`src/rtl/core/utf8_stream_decoder_core_assert.svh`:
```
// Assertion macros for the UTF-8 stream decoder core.
// Taken in by the top level; no other dependencies.
`ifndef UTF8_STREAM_DECODER_CORE_ASSERT_SVH
`define UTF8_STREAM_DECODER_CORE_ASSERT_SVH

`ifndef ASSERT_OFF
`define UTF8SD_ASSERT_NEVER(label, clk, rst, expr) \
   label: assert property (@(posedge clk) disable iff (rst) !(expr)) \
      else $error("utf8sd: forbidden condition seen");
`define UTF8SD_ASSERT_IMPLIES(label, clk, rst, ante, cons) \
   label: assert property (@(posedge clk) disable iff (rst) (ante) |-> (cons)) \
      else $error("utf8sd: implication failed");
`define UTF8SD_ASSERT_NEXT(label, clk, rst, ante, cons) \
   label: assert property (@(posedge clk) disable iff (rst) (ante) |=> (cons)) \
      else $error("utf8sd: next-cycle implication failed");
`else
`define UTF8SD_ASSERT_NEVER(label, clk, rst, expr)
`define UTF8SD_ASSERT_IMPLIES(label, clk, rst, ante, cons)
`define UTF8SD_ASSERT_NEXT(label, clk, rst, ante, cons)
`endif

`endif

```
`src/rtl/core/utf8sd_pkg.sv`:
```
// Shared types and constants of the UTF-8 stream decoder core.
// No dependencies; used by every module of the core.
`default_nettype none

package utf8sd_pkg;

   localparam int OFFSET_BITS = 32;
   localparam int QUEUE_DEPTH = 4;
   localparam int QPTR_W      = $clog2(QUEUE_DEPTH);
   localparam int QCNT_W      = $clog2(QUEUE_DEPTH + 1);

   localparam logic [31:0] BOM_CODE_POINT = 32'h0000_FEFF;
   localparam int          BOM_POSITION   = 3;
   localparam logic [1:0]  CONT_TAG       = 2'b10;

   typedef struct packed {
      logic [31:0] code_point;
      logic        whole;
      logic        valid_res;
      logic [31:0] good_offset;
   } res_type;

   typedef struct packed {
      logic    two;
      res_type r0;
      res_type r1;
   } entry_type;

endpackage

`default_nettype wire

```
`src/rtl/core/utf8sd_front.sv`:
```
// Front end: accepts bytes, tracks the decoding state and builds one queue entry
// holding the one or two results that a byte causes. Depends on utf8sd_pkg.
`default_nettype none

module utf8sd_front import utf8sd_pkg::*; (
   input  wire logic        clock,
   input  wire logic        reset,
   input  wire logic        req_valid,
   output logic             req_stall,
   input  wire logic [7:0]  req_data_byte,
   input  wire logic        req_string_end,
   input  wire logic        queue_full,
   output logic             push_valid,
   output entry_type        push_entry
);

   logic [31:0]            acc_ff, acc_in, acc;
   logic [2:0]             rem_ff, rem_in, rem;
   logic [OFFSET_BITS-1:0] pos_ff, pos_in, pos;
   logic [OFFSET_BITS-1:0] lgp_ff, lgp_in, lgp;
   logic                   first_ff, first_in, first;
   logic                   done;
   logic [1:0]             nres;
   res_type                res, r0, r1;
   logic                   accept;
   logic [7:0]             b;

   function automatic logic [31:0] clamp_offset(input logic [OFFSET_BITS-1:0] p);
      logic [63:0] w;
      begin
         w = 64'(p);
         clamp_offset = (w > 64'h0000_0000_FFFF_FFFF) ? 32'hFFFF_FFFF : w[31:0];
      end
   endfunction

   function automatic logic [2:0] lead_remaining(input logic [7:0] lead);
      logic [2:0] r;
      begin
         r = 3'd0;
         priority casez (lead)
            8'b110?????: r = 3'd1;
            8'b1110????: r = 3'd2;
            8'b11110???: r = 3'd3;
            8'b111110??: r = 3'd4;
            8'b1111110?: r = 3'd5;
            8'b1111111?: r = 3'd6;
            default:     r = 3'd0;
         endcase
         lead_remaining = r;
      end
   endfunction

   assign accept    = req_valid && !queue_full;
   assign req_stall = queue_full;
   assign b         = req_data_byte;

   always_comb begin
      acc   = acc_ff;
      rem   = rem_ff;
      lgp   = lgp_ff;
      first = first_ff;
      pos   = pos_ff;
      done  = 1'b0;
      nres  = 2'd0;
      res   = '0;
      r0    = '0;
      r1    = '0;
      if (pos_ff != {OFFSET_BITS{1'b1}}) begin
         pos = pos_ff + 1'b1;
      end

      if (rem_ff != 3'd0) begin
         if (b == 8'h00) begin
            res   = '{code_point: acc, whole: 1'b0, valid_res: 1'b1,
                      good_offset: clamp_offset(lgp)};
            r0    = res;
            nres  = 2'd1;
            first = 1'b0;
            rem   = 3'd0;
         end else if (b[7:6] == CONT_TAG) begin
            acc  = {acc[25:0], b[5:0]};
            rem  = rem - 3'd1;
            done = 1'b1;
            if (rem == 3'd0) begin
               if (first && acc == BOM_CODE_POINT &&
                   pos == OFFSET_BITS'(BOM_POSITION)) begin
                  first = 1'b0;
               end else begin
                  lgp   = pos;
                  res   = '{code_point: acc, whole: 1'b1, valid_res: 1'b1,
                            good_offset: clamp_offset(lgp)};
                  r0    = res;
                  nres  = 2'd1;
                  first = 1'b0;
               end
            end
         end else begin
            lgp   = pos_ff;
            res   = '{code_point: acc, whole: 1'b1, valid_res: 1'b0,
                      good_offset: clamp_offset(lgp)};
            r0    = res;
            nres  = 2'd1;
            first = 1'b0;
            rem   = 3'd0;
         end
      end

      if (!done) begin
         if (!b[7]) begin
            acc = 32'(b);
            lgp = pos;
            res = '{code_point: acc, whole: 1'b1, valid_res: 1'b1,
                    good_offset: clamp_offset(lgp)};
            if (nres == 2'd0) begin
               r0 = res;
            end else begin
               r1 = res;
            end
            nres  = nres + 2'd1;
            first = 1'b0;
         end else if (b[7:6] == CONT_TAG) begin
            acc = 32'(b);
            lgp = pos_ff;
            res = '{code_point: acc, whole: 1'b1, valid_res: 1'b0,
                    good_offset: clamp_offset(lgp)};
            if (nres == 2'd0) begin
               r0 = res;
            end else begin
               r1 = res;
            end
            nres  = nres + 2'd1;
            first = 1'b0;
         end else begin
            rem = lead_remaining(b);
            acc = 32'(b & (8'h7F >> 3'(rem + 3'd1)));
         end
      end

      if (req_string_end && rem != 3'd0) begin
         res = '{code_point: acc, whole: 1'b0, valid_res: 1'b1,
                 good_offset: clamp_offset(lgp)};
         if (nres == 2'd0) begin
            r0 = res;
         end else begin
            r1 = res;
         end
         nres  = nres + 2'd1;
         first = 1'b0;
      end
   end

   always_comb begin
      acc_in   = acc_ff;
      rem_in   = rem_ff;
      pos_in   = pos_ff;
      lgp_in   = lgp_ff;
      first_in = first_ff;
      if (accept) begin
         if (req_string_end) begin
            acc_in   = '0;
            rem_in   = '0;
            pos_in   = '0;
            lgp_in   = '0;
            first_in = 1'b1;
         end else begin
            acc_in   = acc;
            rem_in   = rem;
            pos_in   = pos;
            lgp_in   = lgp;
            first_in = first;
         end
      end
   end

   assign push_valid = accept && (nres != 2'd0);
   assign push_entry = '{two: nres[1], r0: r0, r1: r1};

   always_ff @(posedge clock) begin
      if (reset) begin
         acc_ff   <= '0;
         rem_ff   <= '0;
         pos_ff   <= '0;
         lgp_ff   <= '0;
         first_ff <= 1'b1;
      end else begin
         acc_ff   <= acc_in;
         rem_ff   <= rem_in;
         pos_ff   <= pos_in;
         lgp_ff   <= lgp_in;
         first_ff <= first_in;
      end
   end

endmodule

`default_nettype wire

```
`src/rtl/core/utf8sd_queue.sv`:
```
// Short queue of result entries between the front end and the output stage.
// Depends on utf8sd_pkg.
`default_nettype none

module utf8sd_queue import utf8sd_pkg::*; (
   input  wire logic       clock,
   input  wire logic       reset,
   input  wire logic       push_valid,
   input  entry_type       push_entry,
   input  wire logic       pop,
   output logic            full,
   output logic            head_valid,
   output entry_type       head_entry
);

   entry_type          entry_ff [QUEUE_DEPTH];
   logic [QPTR_W-1:0]  wr_ptr_ff, wr_ptr_in;
   logic [QPTR_W-1:0]  rd_ptr_ff, rd_ptr_in;
   logic [QCNT_W-1:0]  count_ff, count_in;

   assign full       = (count_ff == QCNT_W'(QUEUE_DEPTH));
   assign head_valid = (count_ff != '0);
   assign head_entry = entry_ff[rd_ptr_ff];

   always_comb begin
      wr_ptr_in = wr_ptr_ff;
      rd_ptr_in = rd_ptr_ff;
      count_in  = count_ff;
      if (push_valid) begin
         wr_ptr_in = (wr_ptr_ff == QPTR_W'(QUEUE_DEPTH - 1)) ? '0 : wr_ptr_ff + 1'b1;
      end
      if (pop) begin
         rd_ptr_in = (rd_ptr_ff == QPTR_W'(QUEUE_DEPTH - 1)) ? '0 : rd_ptr_ff + 1'b1;
      end
      if (push_valid && !pop) begin
         count_in = count_ff + 1'b1;
      end else if (pop && !push_valid) begin
         count_in = count_ff - 1'b1;
      end
   end

   always_ff @(posedge clock) begin
      if (push_valid) begin
         entry_ff[wr_ptr_ff] <= push_entry;
      end
   end

   always_ff @(posedge clock) begin
      if (reset) begin
         wr_ptr_ff <= '0;
         rd_ptr_ff <= '0;
         count_ff  <= '0;
      end else begin
         wr_ptr_ff <= wr_ptr_in;
         rd_ptr_ff <= rd_ptr_in;
         count_ff  <= count_in;
      end
   end

endmodule

`default_nettype wire

```
`src/rtl/core/utf8sd_back.sv`:
```
// Back end: takes queue entries apart into single results and holds each one
// in the output register until the receiver takes it. Depends on utf8sd_pkg.
`default_nettype none

module utf8sd_back import utf8sd_pkg::*; (
   input  wire logic        clock,
   input  wire logic        reset,
   input  wire logic        head_valid,
   input  entry_type        head_entry,
   output logic             pop,
   output logic             rsp_valid,
   input  wire logic        rsp_stall,
   output logic [31:0]      rsp_code_point,
   output logic             rsp_whole,
   output logic             rsp_valid_res,
   output logic [31:0]      rsp_good_offset,
   output logic             rsp_run_last
);

   logic    valid_ff, valid_in;
   logic    sel_ff, sel_in;
   res_type res_ff, res_in, cur;
   logic    last_ff, last_in, last;
   logic    load;

   assign load = !valid_ff || !rsp_stall;
   assign cur  = sel_ff ? head_entry.r1 : head_entry.r0;
   assign last = !head_entry.two || sel_ff;

   always_comb begin
      valid_in = valid_ff;
      sel_in   = sel_ff;
      res_in   = res_ff;
      last_in  = last_ff;
      pop      = 1'b0;
      if (load) begin
         valid_in = head_valid;
         if (head_valid) begin
            res_in  = cur;
            last_in = last;
            if (last) begin
               pop    = 1'b1;
               sel_in = 1'b0;
            end else begin
               sel_in = 1'b1;
            end
         end
      end
   end

   always_ff @(posedge clock) begin
      if (reset) begin
         valid_ff <= 1'b0;
         sel_ff   <= 1'b0;
      end else begin
         valid_ff <= valid_in;
         sel_ff   <= sel_in;
      end
   end

   always_ff @(posedge clock) begin
      res_ff  <= res_in;
      last_ff <= last_in;
   end

   assign rsp_valid       = valid_ff;
   assign rsp_code_point  = res_ff.code_point;
   assign rsp_whole       = res_ff.whole;
   assign rsp_valid_res   = res_ff.valid_res;
   assign rsp_good_offset = res_ff.good_offset;
   assign rsp_run_last    = last_ff;

endmodule

`default_nettype wire

```
`src/rtl/core/utf8_stream_decoder_core.sv`:
```
// Top level of the lax UTF-8 stream decoder core.
// Depends on utf8sd_pkg, utf8sd_front, utf8sd_queue, utf8sd_back and the
// assertion macro header.
//
// Usage: the req channel carries one string byte per transaction, with
// req_string_end set on the final byte of a string. The rsp channel carries
// one decoded code point per transaction with its flags and byte offset;
// rsp_run_last marks the last result caused by a given input byte. A byte
// causes zero, one or two results. A transaction moves at a rising edge where
// valid is high and stall is low.
// A result is written into the queue at the edge that accepts its byte, moves into
// the output register once that register is free, and waits there for the receiver.
// Input runs at one byte per cycle while each byte gives at most one result and the
// receiver does not stall. A byte with two results keeps its queue entry until both
// have gone out; the four-entry queue absorbs these, and a long run of them slows the input.
// When the receiver stalls, the output register holds its result, the queue
// fills, and req_stall rises once the queue is full.
// Reset clears the decoding state, empties the queue and drops rsp_valid; the
// block can accept a byte as soon as reset is released.
`default_nettype none

`include "utf8_stream_decoder_core_assert.svh"

module utf8_stream_decoder_core import utf8sd_pkg::*; (
   input  wire logic        clock,
   input  wire logic        reset,
   input  wire logic        req_valid,
   output logic             req_stall,
   input  wire logic [7:0]  req_data_byte,
   input  wire logic        req_string_end,
   output logic             rsp_valid,
   input  wire logic        rsp_stall,
   output logic [31:0]      rsp_code_point,
   output logic             rsp_whole,
   output logic             rsp_valid_res,
   output logic [31:0]      rsp_good_offset,
   output logic             rsp_run_last
);

   logic      q_full;
   logic      push_valid;
   entry_type push_entry;
   logic      pop;
   logic      head_valid;
   entry_type head_entry;

   utf8sd_front u_front (
      .clock          (clock),
      .reset          (reset),
      .req_valid      (req_valid),
      .req_stall      (req_stall),
      .req_data_byte  (req_data_byte),
      .req_string_end (req_string_end),
      .queue_full     (q_full),
      .push_valid     (push_valid),
      .push_entry     (push_entry)
   );

   utf8sd_queue u_queue (
      .clock      (clock),
      .reset      (reset),
      .push_valid (push_valid),
      .push_entry (push_entry),
      .pop        (pop),
      .full       (q_full),
      .head_valid (head_valid),
      .head_entry (head_entry)
   );

   utf8sd_back u_back (
      .clock           (clock),
      .reset           (reset),
      .head_valid      (head_valid),
      .head_entry      (head_entry),
      .pop             (pop),
      .rsp_valid       (rsp_valid),
      .rsp_stall       (rsp_stall),
      .rsp_code_point  (rsp_code_point),
      .rsp_whole       (rsp_whole),
      .rsp_valid_res   (rsp_valid_res),
      .rsp_good_offset (rsp_good_offset),
      .rsp_run_last    (rsp_run_last)
   );

   `UTF8SD_ASSERT_NEVER(a_no_push_when_full, clock, reset, push_valid && q_full)
   `UTF8SD_ASSERT_IMPLIES(a_pop_needs_head, clock, reset, pop, head_valid)
   `UTF8SD_ASSERT_NEXT(a_pair_back_to_back, clock, reset,
      rsp_valid && !rsp_stall && !rsp_run_last, rsp_valid)

endmodule

`default_nettype wire

```
`config.mk`:
```
export PLATFORM = sky130hd
export DESIGN_NAME = utf8_stream_decoder_core
export DESIGN_NICKNAME = d
export VERILOG_FILES = /design/src/rtl/core/utf8sd_pkg.sv /design/src/rtl/core/utf8sd_front.sv /design/src/rtl/core/utf8sd_queue.sv /design/src/rtl/core/utf8sd_back.sv /design/src/rtl/core/utf8_stream_decoder_core.sv
export VERILOG_INCLUDE_DIRS = /design/src /design/src/rtl/core
export SDC_FILE = /design/constraint.sdc
export NUM_CORES = 1
export LEC_CHECK = 0
export ABC_AREA = 1
export BUFFER_PORTS_ARGS = -buffer_cell sky130_fd_sc_hd__buf_2
export CORE_MARGIN = 5
export CORE_UTILIZATION = 40
export DETAILED_ROUTE_END_ITERATION = 8
export SLEW_MARGIN = 30
export SYNTH_ARGS = -nofsm -noshare
export SYNTH_HDL_FRONTEND = slang
export SYNTH_SLANG_ARGS = --single-unit
```
`constraint.sdc`:
```
create_clock -name clock -period 10.5 [get_ports clock]
set_input_delay 0.525 -clock clock [delete_from_list [all_inputs] [get_ports clock]]
set_output_delay 0.525 -clock clock [all_outputs]
set_load 0.01 [all_outputs]
```
==> out/summary.md <==
Placement
* 54.83 mm — detailed-placement wirelength estimate
* 81 — count of buffers inserted at the top-level ports
* 4.069 ns — Place WS
* 0.9395 — gpl congestion

Detailed routing
* 6 — first drt pass iteration count
* 2292 — initial drt markers
* 19.99 um — routed length per instance
* 5.535 — detailed-route vias per instance
* 0 — DRC errors left
* 25430 — via count
* 0 — post-detailed-route count of antenna-violating nets
* 91.84 mm — final wirelength

Worst hold path
* req_data_byte[3] — startpoint of the tightest hold check path
* input port to flip-flop — worst min-delay path category
* u_front.acc_ff[3]$_SDFFE_PP0P_ — worst min-delay path endpoint
* 3 — number of cells traversed by the worst hold path

Setup path
* nand2_1 — library cell contributing the largest single delay on the critical path
* nand2_1 — most prevalent standard cell on the critical path
* 40 — largest fanout of any net on the critical path
* 6.88 ns — arrival time of the worst setup path
* 10.88 ns — endpoint required time on the critical path
* flip-flop — crit start category
* flip-flop — endpoint kind of the worst setup timing path
* 28 — R2R cell count
* u_front.pos_ff[0]$_SDFFE_PP0P_ — startpoint of the lowest-slack register-to-register path
* 3.99 ns — flop-to-flop setup slack
* 0.87 ns — Worst path max stage delay
* flip-flop to flip-flop — CP Class
* u_queue.entry_ff[0][111]$_DFFE_PP_ — endpoint of the most critical register-to-register path

Global routing
* 2 — number of antenna violations at the first check in global routing
* 19.80% — overall fraction of global-route tracks in use
* 0 — global-route congestion overflow total
* 134 — maximum number of pins on one net before global-route repair
* 24120 — vias in the first global route
* 142.2 mm — wire length of the first global-routing pass

Synth
* 51 — number of library cell types mapped by synthesis
* 0% — Async SR Flop Fraction
* 33570 um^2 — post-synthesis cell area
* 710 — flop and latch count out of synthesis
* 599 — number of enable flip-flop cells after synthesis
* 3521 — Mapped Nets
* 9.614 um^2 — post-synthesis area per instance
* edfxtp_1 — leading register cell type out of synthesis
* 60.20% — proportion of synthesized chip area in sequential cells
* 0 — total of warnings raised by yosys
* 3492 — synthesized netlist cell count

CTS
* 0 — CTS Hold Buffers Added
* 0.63 ns — clock latency reported for the late side of the worst-skew pair
* 3 — H-tree depth
* 78 — TritonCTS buffer count
* 710 — Sink Count
* 3 — maximum root-to-sink buffer count
* done — CTS tree
* 0 — post-cts resize count
* 0.06 ns — clock transition at the registers of the reported paths
* clkbuf_16 — Root Buffer
* 0 — total setup buffers inserted after CTS

Cells and area
* 3479 — Total Nets Final
* 7876 — Layout fillers
* 11.13% — Layout Area Growth over Synthesis
* 11.16% — proportion of layout cells with a drive suffix above 1

STA
* 0 — number of failing setup endpoints in the final timing report
* 0.2493 ns — final worst hold slack
* 6.506 ns — shortest period the worst path allows
* 1.005 ns — slew of the pin with the lowest slew margin
* 0 — final-report hold violation count
* 0.02812 ns — Fin Clk Skew
* 0 ns — accumulated negative setup slack
* 3.994 ns — Final Worst Setup Slack
* 153.7 MHz — highest attainable clock frequency
* false — setup repair after global routing missed its margin
* 61.96% — final critical-path share of the clock period
* 32.86% — worst slew margin relative to its limit
* 0 — final-report max-slew violation count

Die
* 299.7 um — Vert. Die Dim
* 106 — Cell Rows
* 89820 um^2 — overall die area
* 83420 um^2 — Core ar.
* 82 — num ports
* 299.7 um — x dimension of the die
* 40.24% — Starting Density

Pwr
* 12.93 nW — leak pwr
* 228.8 nW/um^2 — PD cells
* 0.1256 mV — Max IR drop VDD

Job
* 0 — total of max-cap violations

Outcome
* completed — run status

[final cells by class]
class / instances / area (um^2) / share of cell area [%]
inverters: 167 / 638.1 / 1.710
multi-input cells: 2373 / 11800 / 31.63
clock buffers: 103 / 2180 / 5.842
well taps: 1080 / 1351 / 3.622
clock inverters: 41 / 350.3 / 0.9391
diodes: 1 / 2.502 / 0.006708
flip-flops and latches: 710 / 20220 / 54.19
repair buffers: 120 / 765.7 / 2.053
[critical path: cells and delay by family (launching register included)]
kind / cells / cell delay (ns)
simple gates: 17 / 3.02
buf+inv: 5 / 1.37
fa+ha+maj: 3 / 0.87
flops: 1 / 0.59
compound gates: 3 / 0.38
[power by group]
group | internal (W) | switching, W | total [W]
sequential | 0.00352 | 0.000135 | 0.00366
clock | 0.00157 | 0.00112 | 0.00269
combinational | 0.000630 | 0.00156 | 0.00219
total | 0.00572 | 0.00281 | 0.00853
[how the worst max path moves through the flow]
stage | from | end | slack (ns) | cells past startpoint
floorplan | u_front.pos_ff[1]$_SDFFE_PP0P_ | u_queue.entry_ff[0][0]$_DFFE_PP_ | 1.09 | 24
global placement | req_data_byte[7] | u_queue.entry_ff[2][110]$_DFFE_PP_ | 4.04 | 17
detailed placement | req_data_byte[7] | u_queue.entry_ff[2][110]$_DFFE_PP_ | 4.07 | 17
CTS | u_front.pos_ff[0]$_SDFFE_PP0P_ | u_queue.entry_ff[2][110]$_DFFE_PP_ | 4.09 | 28
global route | u_front.pos_ff[0]$_SDFFE_PP0P_ | u_queue.entry_ff[3][112]$_DFFE_PP_ | 3.51 | 28
finish | u_front.pos_ff[0]$_SDFFE_PP0P_ | u_queue.entry_ff[0][111]$_DFFE_PP_ | 3.99 | 28
[routing by layer]
layer | wire [um] | vias to the layer above | global-route usage [%] | part of all wire (%)
li1 | - | 12270 | - | -
met1 | 40600 | 12350 | 26.91 | 44
met2 | 44650 | 673 | 33.79 | 49
met3 | 4437 | 142 | 2.693 | 4.8
met4 | 2142 | 0 | 5.077 | 2.3
met5 | 0 | - | 0 | 0
[kinds of logic after synthesis]
kind of cell / count (synthesis) / synth area share, %
compound gates: 926 / 15.43
xor+xnor: 12 / 0.3131
flops: 710 / 60.20
fa+ha+maj: 16 / 0.6187
simple gates: 1419 / 18.52
buf+inv: 409 / 4.920
[cell usage in the layout (no fill, tap or decap), types with 5 or more instances in the layout]
cell type   netlist  routed
clkinv_2          0      13
clkinv_1          2      14
o21ai_1          44      44
ha_1             15      15
clkbuf_16         0      81
nand2_2           9       9
nor2_1          712     704
o21ai_2          15      15
nor2_4            1      10
o21ai_0         438     437
nor2_2           13      12
inv_2            18      18
buf_2            23      80
o31ai_1          20      20
o22ai_1          96      96
nand3_2          73      73
nand3_1         181     181
clkbuf_1        197      15
inv_1           147     143
buf_4             4      34
a21oi_1         173     173
nand4_1          19      19
a2bb2oi_1        18      18
a31oi_1          69      68
clkbuf_8          0       7
dfxtp_1         111     109
nor3_1           16      16
xor2_1           10      10
clkinvlp_4        0       5
nand2_1         384     384
edfxtp_1        599     599
o211ai_1         32      32
o311ai_0         10      10
[state kept, by name (all words and copies together) (netlist names), named ones only]
signal / flops
u_front.acc_ff: 32
u_queue.entry_ff: 532
u_back.rsp_code_point: 32
u_back.rsp_good_offset: 32
u_front.first_ff: 1
u_queue.wr_ptr_ff: 2
u_front.pos_ff: 32
u_front.rem_ff: 3
u_queue.count_ff: 3
u_queue.rd_ptr_ff: 2
u_front.lgp_ff: 32
u_back.rsp_whole: 1
u_back.rsp_valid_res: 1
u_back.rsp_valid: 1
u_back.rsp_run_last: 1
u_back.sel_ff: 1
[per-stage QoR]
| stage | total power [W] | util (%) | cells | cell area (um^2) |
|---|---|---|---|---|
| global placement | 0.005931 | 41.64 | 4449 | 34740 |
| global route | 0.009016 | 44.72 | 4594 | 37300 |
| floorplan | 0.005197 | - | 3492 | 33570 |
| CTS | 0.008639 | 44.68 | 4593 | 37270 |
| finish | 0.008534 | 44.72 | 4595 | 37310 |
| detailed placement | 0.005946 | 41.64 | 4449 | 34740 |
[Yosys cell counts, types with 2 or more instances]
master / number / area, um^2
buf_4: 4 / 30.03
nor2_2: 13 / 81.33
a211oi_1: 2 / 15.01
clkinv_1: 2 / 7.510
ha_1: 15 / 187.7
xor2_1: 10 / 87.58
buf_2: 23 / 115.1
xnor2_1: 2 / 17.52
a31oi_1: 69 / 431.7
buf_8: 3 / 45.04
nand2_4: 4 / 45.04
buf_1: 9 / 33.78
nand3_1: 181 / 905.9
inv_2: 18 / 67.56
o21ai_1: 44 / 220.2
o21ai_0: 438 / 2192
o211ai_1: 32 / 240.2
nand4_1: 19 / 118.9
buf_6: 5 / 56.30
nor3_1: 16 / 80.08
nand3_2: 73 / 730.7
inv_1: 147 / 551.8
edfxtp_1: 599 / 17990
nor2_1: 712 / 2673
nor4_1: 2 / 12.51
a21oi_1: 173 / 865.8
clkbuf_1: 197 / 739.5
o311ai_0: 10 / 87.58
o2111ai_1: 2 / 17.52
o22ai_1: 96 / 600.6
a2bb2oi_1: 18 / 157.7
nand2_2: 9 / 56.30
nand2_1: 384 / 1441
o21ai_2: 15 / 131.4
dfxtp_1: 111 / 2222
o31ai_1: 20 / 150.1
No activity file was read; power rests on OpenSTA's default activity.
